$ cat config.mk
export PLATFORM = sky130hd
export DESIGN_NAME = qte_cordic_cell
export DESIGN_NICKNAME = d
export VERILOG_FILES = /design/src/hw/rtl/qte_pkg.sv /design/src/hw/rtl/qte_cordic_cell.sv
export SDC_FILE = /design/constraint.sdc
export NUM_CORES = 1
export LEC_CHECK = 0
export BUFFER_PORTS_ARGS = -buffer_cell sky130_fd_sc_hd__buf_4
export CAP_MARGIN = 15
export CORE_ASPECT_RATIO = 0.7
export CORE_MARGIN = 2
export CORE_UTILIZATION = 55
export DETAILED_ROUTE_END_ITERATION = 10
export GPL_ROUTABILITY_DRIVEN = 0
export PLACE_DENSITY = 0.8
export SLEW_MARGIN = 30
export SYNTH_ARGS = -nofsm -noshare
export SYNTH_HDL_FRONTEND = slang
export SYNTH_SLANG_ARGS = --single-unit
$ cat constraint.sdc
create_clock -name clock -period 20.7 [get_ports clock]
set_clock_uncertainty 0.05 [all_clocks]
set_input_delay 6.21 -clock clock [delete_from_list [all_inputs] [get_ports clock]]
set_output_delay 6.21 -clock clock [all_outputs]
set_load 0.005 [all_outputs]
$ cat src/hw/rtl/qte_pkg.sv
// Shared types, widths and tables for the quaternion to Euler angle core.
// No dependencies; imported by every module of the core.
package qte_pkg;

   localparam int DATA_WIDTH_DEF   = 16;
   localparam int CORDIC_STEPS_DEF = 16;

   // Q.28 products and their sums stay within +-2^33
   localparam int PW = 32;     // one product in Q.28
   localparam int QW = 36;     // numerators, denominators
   localparam int CW = 36;     // CORDIC x and y
   localparam int AW = 33;     // angle accumulator, Q.30 radians
   localparam int SW = 30;     // saturated asin argument, Q.28
   localparam int RW = 58;     // square root remainder and root
   localparam int OW = 15;     // output angle, Q2.13
   localparam int SQ_STEPS = 29;
   localparam int SQ_TOP   = 56;   // exponent of the first root bit

   localparam logic signed [OW-1:0] HALF_PI_Q13 = 15'sd12868;
   localparam logic signed [QW-1:0] ONE_Q28     = QW'(64'sd268435456);

   // forced result of one lane
   typedef enum logic [1:0] {
      SPEC_NONE,
      SPEC_POS,
      SPEC_NEG,
      SPEC_ZERO
   } spec_type;

   typedef struct packed {
      logic signed [CW-1:0] x;
      logic signed [CW-1:0] y;
      logic signed [AW-1:0] ang;
      spec_type             spec;
   } lane_type;

   // carried alongside the square root
   typedef struct packed {
      lane_type             roll;
      lane_type             yaw;
      logic signed [SW-1:0] s;
      logic                 clip;
   } sq_pass_type;

   // carried through the CORDIC
   typedef struct packed {
      lane_type roll;
      lane_type pitch;
      lane_type yaw;
      logic     clip;
   } cd_data_type;

   // atan(2^-i) in Q.30, truncated
   function automatic logic signed [AW-1:0] atan_q30(input int i);
      logic signed [AW-1:0] r;
      begin
         unique case (i)
            0:  r = 33'sd843314856;
            1:  r = 33'sd497837829;
            2:  r = 33'sd263043836;
            3:  r = 33'sd133525158;
            4:  r = 33'sd67021686;
            5:  r = 33'sd33543515;
            6:  r = 33'sd16775850;
            7:  r = 33'sd8388437;
            8:  r = 33'sd4194282;
            9:  r = 33'sd2097149;
            10: r = 33'sd1048575;
            11: r = 33'sd524287;
            12: r = 33'sd262143;
            13: r = 33'sd131071;
            14: r = 33'sd65535;
            15: r = 33'sd32767;
            16: r = 33'sd16383;
            17: r = 33'sd8191;
            18: r = 33'sd4095;
            19: r = 33'sd2047;
            20: r = 33'sd1023;
            21: r = 33'sd511;
            22: r = 33'sd255;
            23: r = 33'sd127;
            24: r = 33'sd63;
            25: r = 33'sd31;
            26: r = 33'sd15;
            27: r = 33'sd7;
            28: r = 33'sd3;
            29: r = 33'sd1;
            default: r = '0;
         endcase
         return r;
      end
   endfunction

   // sign of a value as a forced-angle code
   function automatic spec_type sign_spec(input logic signed [QW-1:0] v);
      spec_type r;
      begin
         if (v == '0)
            r = SPEC_ZERO;
         else if (v[QW-1])
            r = SPEC_NEG;
         else
            r = SPEC_POS;
         return r;
      end
   endfunction

endpackage

$ cat src/hw/rtl/qte_cordic_cell.sv
// One vectoring CORDIC iteration applied to the roll, pitch and yaw lanes.
// Depends on qte_pkg.
module qte_cordic_cell #(
   parameter int STEP = 0
) (
   input  logic                 clock,
   input  logic                 reset,
   input  logic                 in_valid,
   output logic                 in_ready,
   input  qte_pkg::cd_data_type in_data,
   output logic                 out_valid,
   input  logic                 out_ready,
   output qte_pkg::cd_data_type out_data
);
   import qte_pkg::*;

   localparam logic signed [AW-1:0] ATAN = atan_q30(STEP);

   // rotate toward the x axis, positive direction when y is not negative
   function automatic lane_type rot(input lane_type l);
      logic signed [CW-1:0] xs, ys;
      lane_type r;
      begin
         xs = $signed(l.x) >>> STEP;
         ys = $signed(l.y) >>> STEP;
         r  = l;
         if (!l.y[CW-1]) begin
            r.x   = l.x + ys;
            r.y   = l.y - xs;
            r.ang = l.ang + ATAN;
         end else begin
            r.x   = l.x - ys;
            r.y   = l.y + xs;
            r.ang = l.ang - ATAN;
         end
         return r;
      end
   endfunction

   logic        v_ff;
   cd_data_type d_ff, d_in;

   assign in_ready = !v_ff || out_ready;

   always_comb begin
      d_in.roll  = rot(in_data.roll);
      d_in.pitch = rot(in_data.pitch);
      d_in.yaw   = rot(in_data.yaw);
      d_in.clip  = in_data.clip;
   end

   always_ff @(posedge clock) begin
      if (reset)
         v_ff <= 1'b0;
      else if (in_ready)
         v_ff <= in_valid;
   end

   always_ff @(posedge clock) begin
      if (in_ready)
         d_ff <= d_in;
   end

   assign out_valid = v_ff;
   assign out_data  = d_ff;

endmodule

# Word level (Yosys, flattened, before mapping)
# Index checks and enable logic that the tools add are counted.
word_totals:
  reg_bits: 323
  in_bits: 326
  elab_cells: 34
classes:
  n_addsub: 15
  muxes: 3
  reduce_logical: 2
op_table:
  columns: ["op", "count"]
  rows:
  - ["105-bit two-way mux", 3]
  - ["36-bit subtractor", 6]
  - ["36-bit adder", 3]
  - ["33-bit by 31-bit adder with 33-bit output, second input constant", 3]
  - ["33-bit by 31-bit subtractor with 33-bit output, second input constant", 3]
  - ["1-bit zero test", 1]
  - ["1-bit logical OR", 1]

# Logic depth before layout (Yosys ltp)
logic_depth:
  ltp_word: 2
  depth_mapped: 15
  depth_no_buf: 13

# Worst setup path after synthesis
# Ideal clock, no wire load.
synth_path:
  path_type: "input-to-output"
  from: "input out_ready"
  to: "output in_ready"
  arrival_time_ns: 13.883
  required_time_ns: 14.440
  setup_slack_ns: 0.557
  stages: 1
  path_buffers: 0
  cell_sequence: "nand2b_1"
synth_via:
  elab_chain_cells: 1
synth_lines:
  columns: ["item", "line_no", "source"]
  rows:
  - ["from (decl)", "qte_cordic_cell.sv:12", "input logic out_ready,"]
  - ["1-bit logical OR", "qte_cordic_cell.sv:43", "assign in_ready = !v_ff || out_ready;"]
  - ["to (decl)", "qte_cordic_cell.sv:9", "output logic in_ready,"]
# Every way passes these cells.

# Worst setup path in the final report
# Same ends and word-level chain as after synthesis.

==> impl_metrics.csv <==
group,metric,value,unit
place,io_buffer_count,649,
grt,grt_antenna_before_repair,16,
yosys,yosys_warnings,0,
drt,wl_per_cell,22.1,µm
yosys,yosys.area_share.adder,16.8,%
yosys,synth-seq-cells,320,
critical_path,worstPathArrival,6.90,ns
power_and_ir_drop,max-vdd-ir-drop,0.0592,mV
drt,first_pass_iters,7,
yosys,syn_area_per_cell,8.60,µm²
critical_path,path_max_fanout,18,
sta,rsz0062_at_grt,"no",
power_and_ir_drop,seq_power_share,35.0,%
clocking,cts_made_buffers,37,
sta,fmax,0.0760,GHz
yosys,synthDominantCellAreaShare,29.8,%
worst_hold_path,min_path_type,"reg -> reg",
yosys,synth-simple-area-share,12.7,%
critical_path,r2r-start,"out_valid",
floorplan,chipWidth,293,µm
critical_path,rrSetupSlack,17.93,ns
power_and_ir_drop,clkPwrFrac,24.5,%
drt,vias,32000,
worst_hold_path,holdPathEnd,"out_data[106]",
yosys,yosysMostFrequentCell,"a21oi_1",
sta,max_slew_margin,27.1,%
clocking,htreeDepth,2,
sta,period_share,63.6,%
clocking,cts_hold_buf,0,
clocking,clockRootBuffer,"clkbuf_16",
critical_path,critPathKind,"in -> out",
floorplan,rows,74,
yosys,synth.distinct_cells,95,
power_and_ir_drop,pwr-share-comb,40.6,%
clocking,path_clk_slew,0.07,ns
finish,area_growth,20.4,%
yosys,synth-main-ff-cell,"edfxtp_1",
floorplan,floorplan.initialDensity,55.3,%
power_and_ir_drop,switching_power,0.959,mW
place,dpl.hpwl,89.4,mm
drt,via_per_inst,6.29,
clocking,clkLatencyLatePin,0.55,ns
clocking,cts_sinks,320,
drt,drtAntennaViolNets,0,
grt,grt_pass1_vias,29500,
flow_run,max-cap-violations,0,
critical_path,reg2regPathDepth,4,
yosys,ys_async_sr_fraction,0,%
yosys,synth_top_family_by_area,"compound AO/OA/AOI/OAI gates",
floorplan,ios,650,
sta,slew_viol_final,0,
sta,tns,0,ns
grt,grt_use_total,35.6,%
drt,drt_wl_total,113,mm
sta,tightest_slew,1.09,ns
yosys,ys_seq_area_share,29.9,%
grt,grt-ovfl-total,0,
grt,grt_max_degree,95,
critical_path,cp-end-kind,"output port",
yosys,synth_compound_area_share,25.2,%
power_and_ir_drop,p_int,1.73,mW
floorplan,coreArea,58100,µm²
yosys,synth_xor_area_share,7.52,%
clocking,cts_buffer_depth,3,
sta,hold_viol,0,
sta,period_minus_slack,13.16,ns
finish,drive_gt1_share,18.0,%
yosys,ys_top_cells_by_count,"a21oi_1, ha_1, inv_1",
yosys,synth_largest_area_cell,"edfxtp_1",
critical_path,worstSetupStartpointType,"input pin",
floorplan,die_area,60400,µm²
yosys,syn_nets,4483,
clocking,postCtsSetupBuffers,0,
critical_path,worstPathRequired,14.44,ns
yosys,netlist_instances,3734,
drt,drc,0,
finish,finalNetCount,5038,
power_and_ir_drop,switching_share,35.7,%
drt,drt_iter0_drc,4290,
worst_hold_path,hold_depth,1,
sta,setup_violations,0,
clocking,ctsResizeCount,0,
power_and_ir_drop,p_per_area,69.4,nW/µm²
floorplan,die_y,206,µm
sta,hold_slack,0.813,ns
grt,grt_pass1_wl,169,mm
yosys,synth_edf_count,319,
yosys,synthesis.area,32100,µm²
yosys,netlist_top_cells_area,"edfxtp_1, ha_1, a21oi_1",
status,status,"finished clean",
power_and_ir_drop,leakagePower,17.5,nW
worst_hold_path,hp-start,"out_valid",
finish,design_area,38700,µm²
place,place_area,37400,µm²
yosys,synth_mux_area_share,1.69,%
critical_path,r2r-end,"out_data[304]",
clocking,cts_tree,"built",
==> how the worst max path moves through the flow <==
stage	slack, ns	from	to	cells past startpoint
final	7.54	out_ready	in_ready	3
after global routing	7.51	out_ready	in_ready	3
after CTS	7.53	out_ready	in_ready	3
after detailed placement	7.53	out_ready	in_ready	3
after global placement	7.54	out_ready	in_ready	3
after floorplan	0.56	out_ready	in_ready	1
==> power groups by stage <==
| stage | Combinational (mW) | Clock, mW | Sequential (mW) |
|---|---|---|---|
| after floorplan | 0.560 | 0 | 0.964 |
| after global placement | 1.04 | 0 | 0.948 |
| after detailed placement | 1.05 | 0 | 0.950 |
| after CTS | 1.06 | 0.669 | 0.940 |
| after global routing | 1.16 | 0.692 | 0.949 |
| final | 1.09 | 0.657 | 0.939 |
==> critical path: stages <==
cell and delay, ns:
buf_4 0.11, nand2b_4 0.31, buf_4 0.24
==> layout by cell type (no fill, tap or decap), types with 41 or more instances in the layout <==
| master | count |
|---|---|
| a211oi_1 | 53 |
| a21o_1 | 103 |
| a21oi_1 | 459 |
| buf_4 | 662 |
| edfxtp_1 | 319 |
| ha_1 | 411 |
| inv_1 | 354 |
| mux2i_1 | 53 |
| nand2_1 | 179 |
| nand3_1 | 42 |
| nand4_1 | 50 |
| nor2_1 | 321 |
| nor2b_1 | 41 |
| nor3_1 | 83 |
| o21ai_0 | 247 |
| o21bai_1 | 106 |
| xnor2_1 | 239 |
==> logic make-up after synthesis <==
| kind of cell | after synthesis |
|---|---|
| xor+xnor | 276 |
| mux | 54 |
| simple gates | 864 |
| compound gates | 1280 |
| buf+inv | 517 |
| fa+ha+maj | 423 |
| flops | 320 |
==> registers in the layout, summed over array words and instances (netlist names) <==
name and flops:
out_valid 1, out_data 319
==> per-layer routing <==
metal / track usage, % / wire, µm / vias up
met5: 0 / 0 / -
met4: 17.5 / 6250 / 0
met3: 9.81 / 14500 / 381
met2: 51.8 / 46200 / 2179
met1: 48.7 / 45800 / 14800
li1: - / - / 14600
==> area by class of cell <==
class | instances | area (µm²)
Antenna cell | 17 | 42.5
Clock buffer | 43 | 970
Clock inverter | 24 | 200
Fill cell | 4726 | 19400
Inverter | 370 | 1390
Multi-Input combinational cell | 2897 | 20500
Sequential cell | 320 | 9600
Tap cell | 760 | 951
Timing Repair Buffer | 663 | 4990
==> through the flow <==
stage                     total power [mW]  util, %  setup WS [ns]  std cells
after floorplan                       1.52        -          0.557       3734
after global placement                1.99     64.5           7.54       5009
after detailed placement              2.00     64.5           7.53       5009
after CTS                             2.67     66.5           7.53       5076
after global routing                  2.80     66.6           7.51       5091
final                                 2.69     66.6           7.54       5094
Power figures use the tool's default switching activity.
