## src/hw/rtl/qte_pkg.sv

```systemverilog
// Shared types, widths and tables for the quaternion to Euler angle core.
// No dependencies; imported by every module of the core.
package qte_pkg;

   localparam int DATA_WIDTH_DEF   = 16;
   localparam int CORDIC_STEPS_DEF = 16;

   // Q.28 products and their sums stay within +-2^33
   localparam int PW = 32;     // one product in Q.28
   localparam int QW = 36;     // numerators, denominators
   localparam int CW = 36;     // CORDIC x and y
   localparam int AW = 33;     // angle accumulator, Q.30 radians
   localparam int SW = 30;     // saturated asin argument, Q.28
   localparam int RW = 58;     // square root remainder and root
   localparam int OW = 15;     // output angle, Q2.13
   localparam int SQ_STEPS = 29;
   localparam int SQ_TOP   = 56;   // exponent of the first root bit

   localparam logic signed [OW-1:0] HALF_PI_Q13 = 15'sd12868;
   localparam logic signed [QW-1:0] ONE_Q28     = QW'(64'sd268435456);

   // forced result of one lane
   typedef enum logic [1:0] {
      SPEC_NONE,
      SPEC_POS,
      SPEC_NEG,
      SPEC_ZERO
   } spec_type;

   typedef struct packed {
      logic signed [CW-1:0] x;
      logic signed [CW-1:0] y;
      logic signed [AW-1:0] ang;
      spec_type             spec;
   } lane_type;

   // carried alongside the square root
   typedef struct packed {
      lane_type             roll;
      lane_type             yaw;
      logic signed [SW-1:0] s;
      logic                 clip;
   } sq_pass_type;

   // carried through the CORDIC
   typedef struct packed {
      lane_type roll;
      lane_type pitch;
      lane_type yaw;
      logic     clip;
   } cd_data_type;

   // atan(2^-i) in Q.30, truncated
   function automatic logic signed [AW-1:0] atan_q30(input int i);
      logic signed [AW-1:0] r;
      begin
         unique case (i)
            0:  r = 33'sd843314856;
            1:  r = 33'sd497837829;
            2:  r = 33'sd263043836;
            3:  r = 33'sd133525158;
            4:  r = 33'sd67021686;
            5:  r = 33'sd33543515;
            6:  r = 33'sd16775850;
            7:  r = 33'sd8388437;
            8:  r = 33'sd4194282;
            9:  r = 33'sd2097149;
            10: r = 33'sd1048575;
            11: r = 33'sd524287;
            12: r = 33'sd262143;
            13: r = 33'sd131071;
            14: r = 33'sd65535;
            15: r = 33'sd32767;
            16: r = 33'sd16383;
            17: r = 33'sd8191;
            18: r = 33'sd4095;
            19: r = 33'sd2047;
            20: r = 33'sd1023;
            21: r = 33'sd511;
            22: r = 33'sd255;
            23: r = 33'sd127;
            24: r = 33'sd63;
            25: r = 33'sd31;
            26: r = 33'sd15;
            27: r = 33'sd7;
            28: r = 33'sd3;
            29: r = 33'sd1;
            default: r = '0;
         endcase
         return r;
      end
   endfunction

   // sign of a value as a forced-angle code
   function automatic spec_type sign_spec(input logic signed [QW-1:0] v);
      spec_type r;
      begin
         if (v == '0)
            r = SPEC_ZERO;
         else if (v[QW-1])
            r = SPEC_NEG;
         else
            r = SPEC_POS;
         return r;
      end
   endfunction

endpackage

```

## src/hw/rtl/qte_sqrt_cell.sv

```systemverilog
// One bit of the restoring square root, with the rest of the item riding along.
// Depends on qte_pkg.
module qte_sqrt_cell #(
   parameter int STEP = 0
) (
   input  logic                   clock,
   input  logic                   reset,
   input  logic                   in_valid,
   output logic                   in_ready,
   input  logic [qte_pkg::RW-1:0] in_rem,
   input  logic [qte_pkg::RW-1:0] in_res,
   input  qte_pkg::sq_pass_type   in_pass,
   output logic                   out_valid,
   input  logic                   out_ready,
   output logic [qte_pkg::RW-1:0] out_rem,
   output logic [qte_pkg::RW-1:0] out_res,
   output qte_pkg::sq_pass_type   out_pass
);
   import qte_pkg::*;

   localparam logic [RW-1:0] BIT = RW'(1) << (SQ_TOP - 2 * STEP);

   logic          v_ff;
   logic [RW-1:0] rem_ff, res_ff, rem_in, res_in, trial;
   sq_pass_type   pass_ff;

   assign in_ready = !v_ff || out_ready;

   // trial subtract of the next root bit
   always_comb begin
      trial = in_res + BIT;
      if (in_rem >= trial) begin
         rem_in = in_rem - trial;
         res_in = (in_res >> 1) + BIT;
      end else begin
         rem_in = in_rem;
         res_in = in_res >> 1;
      end
   end

   always_ff @(posedge clock) begin
      if (reset)
         v_ff <= 1'b0;
      else if (in_ready)
         v_ff <= in_valid;
   end

   always_ff @(posedge clock) begin
      if (in_ready) begin
         rem_ff  <= rem_in;
         res_ff  <= res_in;
         pass_ff <= in_pass;
      end
   end

   assign out_valid = v_ff;
   assign out_rem   = rem_ff;
   assign out_res   = res_ff;
   assign out_pass  = pass_ff;

endmodule

```

## config.mk

```make
export PLATFORM = sky130hd
export DESIGN_NAME = qte_sqrt_cell
export DESIGN_NICKNAME = d
export VERILOG_FILES = /design/src/hw/rtl/qte_pkg.sv /design/src/hw/rtl/qte_sqrt_cell.sv
export SDC_FILE = /design/constraint.sdc
export NUM_CORES = 1
export LEC_CHECK = 0
export BUFFER_PORTS_ARGS = -buffer_cell sky130_fd_sc_hd__buf_4
export CAP_MARGIN = 20
export CORE_AREA = 2 2 284 286
export DETAILED_ROUTE_END_ITERATION = 16
export DIE_AREA = 0 0 286 288
export HOLD_SLACK_MARGIN = 0.06
export PLACE_DENSITY = 0.44
export SETUP_SLACK_MARGIN = 0.3
export SYNTH_ARGS = -nofsm -noshare
export SYNTH_HDL_FRONTEND = slang
export SYNTH_SLANG_ARGS = --single-unit
```

## constraint.sdc

```tcl
create_clock -name clock -period 19.05 [get_ports clock]
set_input_delay 0 -clock clock [delete_from_list [all_inputs] [get_ports clock]]
set_output_delay 0 -clock clock [all_outputs]
set_load 0.005 [all_outputs]
```

# Word-level counts from Yosys, hierarchy flattened
# Cells that the tools add are included.
# word_totals
register_bits	362
input_bits	365
mem_count	0
latchBits	0
rom_bits	0
out_inout_bits	363
ramBits	0
# classes
magnitude_cmp	1
bitwise	0
reduce_logical	2
n_eq_ne	0
mux	2
div_mod_pow	0
n_addsub	3
n_shift	0
n_mul	0
# ops
op	n
$add A57 B57 Y58 const B	1
$add A58 B57 Y58 const B	1
$ge A58 B58 Y1	1
$mux W58	1
$sub A58 B58 Y58	1
$mux W57	1
$logic_not A1 Y1	1
$logic_or A1 B1 Y1	1

# Depth between registers and ports, before layout
# Gate-level depths: netlist (run 1).
# logic_depth
ltp_word	3
ltp_mapped	16

# Worst setup path after synthesis (run 1)
# OpenSTA, ideal clock, no wires.
# synth_path
kind	input-to-reg
from	input out_ready
to	register v_ff, in the netlist out_valid
path_buffers	0
stages	2
slack_ps	9542
setup_time_ps	490
arrival_time_ps	9018
cell_sequence	nand2b_1 -> a21oi_1
# synth_via
elab_chain_cells	1
# synth_lines
item	line	rtl
start: declaration	qte_sqrt_cell.sv:14	input logic out_ready,
$logic_or A1 B1 Y1	qte_sqrt_cell.sv:27	assign in_ready = !v_ff || out_ready;
end signal: assignment	qte_sqrt_cell.sv:45	v_ff <= in_valid;
end: declaration	qte_sqrt_cell.sv:23	logic v_ff;
# No other way between the ends.
# A chain may end at the register's enable or synchronous reset.

# Worst setup path in the final report (run 1)
# layout_path
from	input in_res[21] (netlist bit)
to	register rem_ff[18], in the netlist out_rem[18], data pin
# layout_via
elab_chain_cells	3
# layout_lines
item	line	rtl
start: declaration	qte_sqrt_cell.sv:11	input logic [qte_pkg::RW-1:0] in_res,
$add A58 B57 Y58	qte_sqrt_cell.sv:31	trial = in_res + BIT;
$ge A58 B58 Y1	qte_sqrt_cell.sv:32	if (in_rem >= trial) begin
$mux W58	qte_sqrt_cell.sv:32	
named net rem_in[18]	qte_sqrt_cell.sv:24	logic [RW-1:0] rem_ff, res_ff, rem_in, res_in, trial;
end signal: assignment	qte_sqrt_cell.sv:50	rem_ff <= rem_in;
end: declaration	qte_sqrt_cell.sv:24	
# The timed path passes the listed nets, and every way through them passes these cells.

==> parameters.txt, run 1 <==
Parameter                              Value

Outcome
  Outcome ... finished clean

GRT
  Largest net degree at the start of global routing ... 76
  Tot GR Track Use ... 0.171
  First-pass GRT wire length ... 101 mm
  Via count of the first global-routing pass ... 14100
  Number of antenna violations at the first check in global routing ... 27
  Aggregate global routing overflow ... 0

Logic synthesis
  Mapped Avg Cell Area ... 14.7 µm²
  XOR/XNOR share of the synthesized area ... 0.0295
  Dominant combinational cell family by area after synthesis ... compound AO/OA/AOI/OAI gates
  Number of cells produced by synthesis ... 1050
  Count of flip-flops with a built-in enable after synthesis ... 361
  Synthesized-area fraction occupied by ao, oa, aoi and oai cells ... 0.0976
  Net count of the mapped netlist ... 1474
  Post-synthesis sequential area ratio ... 0.703
  Multiplexer share of the synthesized area ... 0.0332
  Fraction of synthesis flops using an asynchronous set or reset pin ... 0
  Post-synthesis share of cell area spent on full adders, half adders and majority gates ... 0.0482
  Cell area after technology mapping ... 15500 µm²
  Number of distinct library cells after synthesis ... 61
  Area share of and/or/nand/nor cells after synthesis ... 0.0582
  Main flop type after synthesis ... sky130_fd_sc_hd__edfxtp_1
  Ys Warns ... 0
  Flip-flop and latch count after synthesis ... 362

Timing
  Worst-case headroom to the max-slew limit ... 0.315
  Worst slew pin tran ... 1030 ps
  Clock period minus worst slack ... 4650 ps
  Fmax ... 215 MHz
  Count of final hold-check violations ... 0
  Final hold slack ... 138 ps
  Unrepaired setup endpoints after global routing ... false
  Fraction of the cycle the final worst path needs ... 0.244
  Pins over their slew limit ... 0
  Skew final ... 24.7 ps
  # setup viols final ... 0
  Setup Total Neg Slack ... 0 ps
  Worst Slack Setup Final ... 14400 ps

Finish
  Commonest non-fill, non-tap cells in the layout ... sky130_fd_sc_hd__buf_4 (735), sky130_fd_sc_hd__dlygate4sd3_1 (364), sky130_fd_sc_hd__edfxtp_1 (361), sky130_fd_sc_hd__a21oi_1 (87), sky130_fd_sc_hd__inv_1 (80)
  Final cell count without fillers ... 3277
  Number of nets at the end of the flow ... 2589
  Fraction of layout instances using a drive strength above 1 ... 0.376
  Count of fill cells added during filler insertion ... 7867
  Commonest non-fill, non-tap cell in the layout ... sky130_fd_sc_hd__buf_4
  Growth of design area from synthesis to finish ... 76.9%
  Sequential Area ... 10900 µm²
  Multi-input logic area ... 4130 µm²

Routing
  DRC violation total after the first TritonRoute iteration ... 866
  Vias ... 13500
  Total wirelength of the detailed-routed design ... 74.4 mm
  Average wire per standard cell ... 22.7 µm
  Vias per Instance ... 4.11
  Number of nets with antenna violations after routing ... 0
  Pre-Repair DR Iteration Count ... 7
  Remaining DRCs ... 0

Setup path
  FF-to-FF setup slack ... 16280 ps
  Worst EP arrival ... 4960 ps
  Kind of critical path ... in -> reg
  Worst-path cell chain ... dlygate4sd3_1 > buf_4 > inv_1 > ha_1 > nand4_1 > nor4_1 > and3_1 > nand3_1 > a311oi_2 > o21ai_1 > a2111oi_4 > nand2b_2 > buf_4 > mux2_1
  Maximum fanout along the worst path ... 28
  Number of buffer and inverter instances along the worst setup path ... 4
  Most used cell, CP ... sky130_fd_sc_hd__buf_4
  Family with the most delay on the worst path ... simple AND/OR/NAND/NOR gates
  Max stage delay cell, worst path ... sky130_fd_sc_hd__nand2b_2
  Data required time at the worst endpoint ... 19360 ps
  Critical path capture point type ... register
  Launching element type of the critical path ... primary input
  Worst path max stage delay ... 730 ps

Clocking
  Number of clock buffers inserted by TritonCTS ... 46
  Clock transition time at the flip-flop clock pins of the worst setup and hold paths ... 60 ps
  Max H-tree Level ... 2
  CTS sink count ... 362
  Number of gates resized after CTS ... 0
  Clk_lat worst skew ... 570 ps
  Cell chosen for the clock root ... sky130_fd_sc_hd__clkbuf_16
  Clock tree buffer depth ... 3
  CTS tree ... yes

Placed design
  Placed wire-length estimate ... 58.8 mm
  Pre-CTS setup slack ... 14190 ps
  Weighted congestion at the end of routability-driven global placement ... 0.867
  IO Port Bufs ... 727
  Inst Count DP ... 2812

Floorplan
  Standard-cell row count ... 104
  IO Count ... 728
  Die Height ... 288 µm
  Die area ... 82400 µm²
  X dimension of the die ... 286 µm
  Starting density of the core ... 0.194
  Floorplan core area ... 79600 µm²

Power and ir drop
  Cell Pwr Density ... 85.4 nW/µm²
  Max IR drop VDD ... 0.0528 mV
  Static Leak ... 11.7 nW

Worst hold path
  Hold WC Path Type ... in -> reg

Run
  Max capacitance violation total ... 0
stage by stage:
| step | power, mW | instance area (µm²) | utilization |
|---|---|---|---|
| global placement | 1.41 | 22100 | 0.278 |
| CTS | 2.38 | 27300 | 0.342 |
| finish | 2.34 | 27300 | 0.343 |
| floorplan | 1.17 | 15500 | - |
| detailed placement | 1.41 | 22100 | 0.278 |
| global route | 2.44 | 27300 | 0.343 |
cell type report:
| cell class | instances | area share |
|---|---|---|
| antenna | 16 | 0.00146 |
| clock buffer | 56 | 0.0442 |
| clock inverter | 28 | 0.0103 |
| inverter | 80 | 0.0110 |
| multi-input combinational | 575 | 0.151 |
| sequential | 362 | 0.397 |
| tap | 1060 | 0.0485 |
| timing repair buffer | 1100 | 0.336 |
routing by layer:
metal,share of wire,global-route usage
met1,0.36,0.183
met2,0.52,0.311
met3,0.083,0.0579
met4,0.036,0.0605
met5,0.0017,0
path summary, 6_finish.rpt:
kind,start,endpoint,cells past startpoint
worst max-delay path,in_res[21],out_rem[18],14
worst min register to register,out_valid,out_pass[5],1
worst min-delay path,in_pass[228],out_pass[228],2
worst max register to register,out_valid,out_res[48],4
synth_stat cells, types with 7 or more instances:
master                     instances  area (µm²)
sky130_fd_sc_hd__edfxtp_1        361       10800
sky130_fd_sc_hd__nand3_1           8        40.0
sky130_fd_sc_hd__and3_1            7        43.8
sky130_fd_sc_hd__o21ai_0          33         165
sky130_fd_sc_hd__xor2_1           13         114
sky130_fd_sc_hd__nor3_1           21         105
sky130_fd_sc_hd__nand2b_1          8        50.1
sky130_fd_sc_hd__nand4_1          22         138
sky130_fd_sc_hd__clkbuf_1         22        82.6
sky130_fd_sc_hd__mux2_1           36         405
sky130_fd_sc_hd__and2_1            8        50.1
sky130_fd_sc_hd__a21oi_1          87         435
sky130_fd_sc_hd__a21o_1           30         225
sky130_fd_sc_hd__o21bai_1         14         105
sky130_fd_sc_hd__xnor2_1          39         342
sky130_fd_sc_hd__nor2_1           45         169
sky130_fd_sc_hd__nand2_1          52         195
sky130_fd_sc_hd__inv_1            80         300
sky130_fd_sc_hd__ha_1             58         726
registers in the layout, summed over array words and instances (netlist names):
name,count
out_pass,245
out_rem,58
out_res,58
out_valid,1
where the power goes:
part / switching, mW / internal, mW / total, mW
Sequential: 0.0235 / 0.962 / 0.985
Clock: 0.365 / 0.509 / 0.875
Combinational: 0.226 / 0.250 / 0.476
Total: 0.615 / 1.72 / 2.34
cell families (layout without fill, tap and decap cells):
kind of cell	count (synthesis)	count (layout)
AO/OA/AOI/OAI	231	231
adder cells (fa/ha/maj)	59	59
buffers and inverters	113	1264
multiplexers	46	46
other	0	16
AND/OR/NAND/NOR	187	187
XOR/XNOR	52	52
flip-flops	362	362
worst reg2reg max path, cell delays in order (launching register included):
cell and delay, ps:
sky130_fd_sc_hd__dfxtp_1 330, sky130_fd_sc_hd__nand2b_4 150, sky130_fd_sc_hd__buf_16 340, sky130_fd_sc_hd__buf_4 860, sky130_fd_sc_hd__buf_4 690
what timing repair did:
item / in CTS / in global routing
hold buffers: 363 / 1
buffers inserted: 0 / 0
hold endpoints to repair: 362 / 4
No activity file was read; power rests on OpenSTA's default activity.
==> inputs of run 2 (changes only) <==
Settings changed: ABC_AREA from default to 1, CORE_AREA 2 2 284 286 to 2 2 283 285, DIE_AREA 0 0 286 288 to 0 0 285 287, PLACE_DENSITY 0.44 to 0.48.
Clock period 19.05 ns to 3.9 ns, I/O delays scaled along.
==> parameters.txt, run 2 <==
Parameter                              Value

Setup path
  Most used cell, CP ... sky130_fd_sc_hd__nand2_1
  Data required time at the worst endpoint ... 4230 ps
  Critical path capture point type ... register
  Number of buffer and inverter instances along the worst setup path ... 5
  Worst path max stage delay ... 660 ps
  Maximum fanout along the worst path ... 25
  Worst EP arrival ... 3440 ps
  Launching element type of the critical path ... primary input
  Kind of critical path ... in -> reg
  Worst-path cell chain ... dlygate4sd3_1 > buf_4 > inv_1 > ha_1 > nand2_1 > nor2_1 > nand2_1 > nor2_1 > and3_1 > nand2_1 > nand3_2 > buf_4 > o21ai_0 > dlygate4sd3_1
  Family with the most delay on the worst path ... buffers and inverters
  Max stage delay cell, worst path ... sky130_fd_sc_hd__dlygate4sd3_1

Logic synthesis
  Number of cells produced by synthesis ... 1776
  Cell area after technology mapping ... 17300 µm²
  Synthesized-area fraction occupied by ao, oa, aoi and oai cells ... 0.0226
  Leading post-synthesis cells by instance count ... sky130_fd_sc_hd__nand2_1 (602), sky130_fd_sc_hd__inv_1 (371), sky130_fd_sc_hd__edfxtp_1 (361), sky130_fd_sc_hd__nor2_1 (89), sky130_fd_sc_hd__nand3_1 (65)
  Fraction of synthesis flops using an asynchronous set or reset pin ... 0
  Net count of the mapped netlist ... 2200
  Dominant combinational cell family by area after synthesis ... simple AND/OR/NAND/NOR gates
  Flip-flop and latch count after synthesis ... 362
  Main flop type after synthesis ... sky130_fd_sc_hd__edfxtp_1
  Count of flip-flops with a built-in enable after synthesis ... 361
  XOR/XNOR share of the synthesized area ... 0.0151
  Post-synthesis share of cell area spent on full adders, half adders and majority gates ... 0.0430
  Number of distinct library cells after synthesis ... 30
  Top cells by area, synth ... sky130_fd_sc_hd__edfxtp_1 (62%), sky130_fd_sc_hd__nand2_1 (13%), sky130_fd_sc_hd__inv_1 (8.0%), sky130_fd_sc_hd__ha_1 (4.2%), sky130_fd_sc_hd__nor2_1 (1.9%)
  Proportion of netlist area held by the largest area contributor ... 0.625
  Cell accounting for the most synthesized area ... sky130_fd_sc_hd__edfxtp_1
  Post-synthesis sequential area ratio ... 0.626
  Mapped Avg Cell Area ... 9.77 µm²
  Multiplexer share of the synthesized area ... 0
  Dominant cell by count in the synthesized netlist ... sky130_fd_sc_hd__nand2_1
  Ys Warns ... 0
  Area share of and/or/nand/nor cells after synthesis ... 0.204

Timing
  Worst slew pin tran ... 913 ps
  Pins over their slew limit ... 0
  Fmax ... 321 MHz
  Worst-case headroom to the max-slew limit ... 0.392
  Setup Total Neg Slack ... 0 ps
  Worst Slack Setup Final ... 782 ps
  # setup viols final ... 0
  Fraction of the cycle the final worst path needs ... 0.799
  Clock period minus worst slack ... 3120 ps
  Count of final hold-check violations ... 0
  Skew final ... 25.4 ps
  Unrepaired setup endpoints after global routing ... false

Power and ir drop
  Cell Pwr Density ... 402 nW/µm²
  Static Leak ... 14.2 nW
  Max IR drop VDD ... 0.299 mV

Floorplan
  IO Count ... 728
  X dimension of the die ... 285 µm
  Standard-cell row count ... 103
  Floorplan core area ... 78600 µm²
  Starting density of the core ... 0.221
  Die area ... 81800 µm²
  Die Height ... 287 µm

Clocking
  Clk_lat worst skew ... 600 ps
  Clock transition time at the flip-flop clock pins of the worst setup and hold paths ... 60 ps
  CTS tree ... yes
  Clock tree buffer depth ... 3
  Cell chosen for the clock root ... sky130_fd_sc_hd__clkbuf_16
  Number of gates resized after CTS ... 0
  Number of clock buffers inserted by TritonCTS ... 46
  CTS sink count ... 362
  Max H-tree Level ... 2

Run
  Max capacitance violation total ... 0

Routing
  Vias per Instance ... 4.20
  Number of nets with antenna violations after routing ... 0
  Total wirelength of the detailed-routed design ... 97.9 mm
  Remaining DRCs ... 0
  Vias ... 16800
  Pre-Repair DR Iteration Count ... 5
  Average wire per standard cell ... 24.4 µm
  DRC violation total after the first TritonRoute iteration ... 977

Placed design
  Pre-CTS setup slack ... 1070 ps
  Placed wire-length estimate ... 79.9 mm
  Placed cell area ... 24200 µm²
  IO Port Bufs ... 727
  Weighted congestion at the end of routability-driven global placement ... 0.905
  Inst Count DP ... 3552

Finish
  Number of flip-flops under the largest register name ... 245
  Sequential Area ... 10900 µm²
  Commonest non-fill, non-tap cell in the layout ... sky130_fd_sc_hd__buf_4
  Growth of design area from synthesis to finish ... 69.1%
  Fraction of layout instances using a drive strength above 1 ... 0.288
  Count of fill cells added during filler insertion ... 8076
  Multi-input logic area ... 4970 µm²
  Final cell count without fillers ... 4011
  Number of nets at the end of the flow ... 3337
  Commonest non-fill, non-tap cells in the layout ... sky130_fd_sc_hd__buf_4 (742), sky130_fd_sc_hd__nand2_1 (601), sky130_fd_sc_hd__inv_1 (371), sky130_fd_sc_hd__dlygate4sd3_1 (363), sky130_fd_sc_hd__edfxtp_1 (361)
  Final design area excluding fillers ... 29300 µm²

GRT
  Via count of the first global-routing pass ... 17600
  Largest net degree at the start of global routing ... 90
  Aggregate global routing overflow ... 0
  Number of antenna violations at the first check in global routing ... 17
  Tot GR Track Use ... 0.232
  First-pass GRT wire length ... 134 mm

Outcome
  Outcome ... finished clean

Worst hold path
  Hold WC Path Type ... in -> reg
## run 2: cell types whose count changed after synthesis, moves of 44 or more
cell and delta:
sky130_fd_sc_hd__nor2_1 +44, sky130_fd_sc_hd__nand2_1 +550, sky130_fd_sc_hd__inv_1 +291, sky130_fd_sc_hd__a21oi_1 -44
sky130_fd_sc_hd__nand3_1 +57
## run 2: final timing paths
kind	startpoint	endpoint	slack [ps]	depth (start not counted)
worst max-delay path	in_res[26]	out_rem[0]	780	14
worst max register to register	out_valid	out_res[16]	1760	2
worst min-delay path	in_pass[14]	out_pass[14]	130	2
worst min register to register	out_valid	out_rem[34]	1350	1
## run 2: final cells by class
cell class | count | share of cell area
Antenna cell | 12 | 0.00102
Clock buffer | 54 | 0.0403
Clock inverter | 30 | 0.0104
Inverter | 381 | 0.0488
Multi-Input combinational cell | 1015 | 0.169
Sequential cell | 362 | 0.370
Tap cell | 1050 | 0.0448
Timing Repair Buffer | 1107 | 0.315
## run 2: routing by layer
layer	vias to the layer above	share of wire	global-route usage
met3	98	0.059	0.0425
li1	7983	-	-
met4	8	0.026	0.0568
met2	569	0.51	0.417
met1	8170	0.41	0.286
met5	-	0.00058	0
## run 2: what timing repair did
item | CTS | global route
buffers inserted | 0 | 0
hold endpoints to repair | 362 | 0
hold buffers | 363 | 0
## run 2: stage by stage
| stage | util | hold slack, ps | power, mW |
|---|---|---|---|
| finish | 0.373 | 126 | 11.8 |
| global route | 0.373 | 107 | 12.3 |
| CTS | 0.373 | 86.1 | 12.0 |
| detailed placement | 0.308 | 164 | 7.22 |
| global placement | 0.308 | 158 | 7.24 |
| floorplan | - | 69.1 | 5.75 |
## run 2: cell families (layout without fill, tap and decap cells)
| group | after synthesis | count (layout) |
|---|---|---|
| other | 0 | 12 |
| adders and majority gates | 59 | 59 |
| xor gates and xnor gates | 30 | 30 |
| and+or+nand+nor | 849 | 849 |
| buffers and inverters | 399 | 1572 |
| AOI/OAI and AO/OA | 77 | 77 |
| DFF | 362 | 362 |
## run 2: report_power, final
group          switching, mW  total (mW)  internal [mW]  leakage, nW
registers              0.185        4.89           4.71         3.76
clock network           1.87        4.32           2.46        0.709
logic                   1.38        2.58           1.20         9.71
total                   3.43        11.8           8.36         14.2
==> inputs of run 3 (changes only) <==
Clock period 3.9 ns to 2.53 ns, I/O delays scaled along.
==> parameters.txt, run 3 (synthesized netlist as in run 2, its figures left out) <==
Parameter                              Value

Outcome
  Outcome ... finished clean

Finish
  Growth of design area from synthesis to finish ... 74.3%
  Fraction of layout instances using a drive strength above 1 ... 0.309
  Number of nets at the end of the flow ... 3417
  Final cell count without fillers ... 4092
  Number of flip-flops under the largest register name ... 245
  Commonest non-fill, non-tap cell in the layout ... sky130_fd_sc_hd__buf_4
  Commonest non-fill, non-tap cells in the layout ... sky130_fd_sc_hd__buf_4 (800), sky130_fd_sc_hd__nand2_1 (592), sky130_fd_sc_hd__dlygate4sd3_1 (374), sky130_fd_sc_hd__inv_1 (371), sky130_fd_sc_hd__edfxtp_1 (361)

GRT
  Aggregate global routing overflow ... 0
  Number of antenna violations at the first check in global routing ... 23
  Tot GR Track Use ... 0.233
  Via count of the first global-routing pass ... 18000
  First-pass GRT wire length ... 135 mm
  Largest net degree at the start of global routing ... 69

Timing
  Fmax ... 461 MHz
  Worst slew pin tran ... 476 ps
  Unrepaired setup endpoints after global routing ... true
  Clock period minus worst slack ... 2170 ps
  Pins over their slew limit ... 0
  Fraction of the cycle the final worst path needs ... 0.858
  Count of final hold-check violations ... 0
  # setup viols final ... 0
  Final hold slack ... 61.6 ps
  Worst-case headroom to the max-slew limit ... 0.682
  Worst Slack Setup Final ... 360 ps
  Skew final ... 12.1 ps

Power and ir drop
  Cell Pwr Density ... 611 nW/µm²
  Overall power of the completed layout ... 18.5 mW
  Max IR drop VDD ... 0.467 mV
  Static Leak ... 14.7 nW

Floorplan
  Die area ... 81800 µm²
  IO Count ... 728
  Starting density of the core ... 0.221
  Die Height ... 287 µm
  X dimension of the die ... 285 µm
  Floorplan core area ... 78600 µm²
  Standard-cell row count ... 103

Setup path
  Family with the most delay on the worst path ... buffers and inverters
  Worst path max stage delay ... 540 ps
  Most used cell, CP ... sky130_fd_sc_hd__buf_4
  Maximum fanout along the worst path ... 6
  Max stage delay cell, worst path ... sky130_fd_sc_hd__dlygate4sd3_1
  Launching element type of the critical path ... primary input
  Worst-path cell chain ... dlygate4sd3_1 > buf_4 > ha_1 > nand2_2 > buf_4 > nor3_2 > buf_4 > nand2_1 > nand2_1 > a21oi_4 > nand3_4 > buf_4 > nand2_1 > o21ai_0 > buf_4
  Number of buffer and inverter instances along the worst setup path ... 6
  Critical path capture point type ... register
  Worst EP arrival ... 2520 ps
  Data required time at the worst endpoint ... 2880 ps
  Kind of critical path ... in -> reg

Run
  Max capacitance violation total ... 0

Placed design
  Weighted congestion at the end of routability-driven global placement ... 0.941
  IO Port Bufs ... 727
  Pre-CTS setup slack ... -15.1 ps
  Placed wire-length estimate ... 80.7 mm
  Inst Count DP ... 3621

Clocking
  CTS sink count ... 362
  Cell chosen for the clock root ... sky130_fd_sc_hd__clkbuf_16
  Clk_lat worst skew ... 600 ps
  Number of clock buffers inserted by TritonCTS ... 44
  Max H-tree Level ... 2
  Clock transition time at the flip-flop clock pins of the worst setup and hold paths ... 60 ps
  CTS tree ... yes
  Clock tree buffer depth ... 3

Routing
  DRC violation total after the first TritonRoute iteration ... 1086
  Average wire per standard cell ... 24.3 µm
  Number of nets with antenna violations after routing ... 0
  Remaining DRCs ... 0
  Total wirelength of the detailed-routed design ... 99.2 mm
  Vias ... 17200
  Vias per Instance ... 4.20
  Pre-Repair DR Iteration Count ... 5

Worst hold path
  Hold WC Path Type ... in -> reg
## run 3: area by class of cell
cell class / count / area [µm²]
inverter: 381 / 1430
antenna: 14 / 35.0
fill: 7949 / 48400
tap: 1050 / 1310
sequential: 362 / 10900
multi-input combinational: 1015 / 5050
clock inverter: 32 / 394
timing repair buffer: 1189 / 10000
clock buffer: 49 / 1120
## run 3: final timing paths
check / slack (ps) / cells after the start / to / start
worst min-delay path: 60 / 5 / out_rem[53] / in_rem[53]
worst max register to register: 1000 / 3 / out_pass[20] / out_valid
worst max-delay path: 360 / 15 / out_rem[30] / in_rem[56]
worst min register to register: 840 / 1 / out_rem[56] / out_valid
## run 3: repair_timing
| item | in CTS | in global routing |
|---|---|---|
| hold buffers | 366 | 8 |
| buffers inserted | 0 | 1 |
| resized for setup | 0 | 23 |
| endpoints found under the hold margin | 380 | 8 |
| setup endpoints to repair | 0 | 53 |
## run 3: tightest hold or removal path, cell delays in order
cell and delay [ps]:
sky130_fd_sc_hd__buf_4 90, sky130_fd_sc_hd__ha_1 200, sky130_fd_sc_hd__nand2_1 70, sky130_fd_sc_hd__nand3_1 70, sky130_fd_sc_hd__nand2_1 60
## run 3: power breakdown
| part | total, mW | internal, mW | switching, mW |
|---|---|---|---|
| logic | 4.21 | 2.03 | 2.18 |
| clock network | 6.72 | 3.86 | 2.86 |
| registers | 7.52 | 7.25 | 0.268 |
## run 3: stage by stage
step	util	cell area (µm²)	setup TNS, ps
2_1_floorplan	-	17400	0
3_3_place_gp	0.316	24800	-117
3_5_place_dp	0.316	24800	-29.0
4_1_cts	0.382	30000	0
5_1_grt	0.384	30200	0
6_report	0.385	30200	0
## run 3: metal layers
layer | part of all wire | GRT usage
met4 | 0.030 | 0.0652
met1 | 0.40 | 0.277
met2 | 0.51 | 0.418
met5 | 0.0014 | 0
met3 | 0.066 | 0.0556
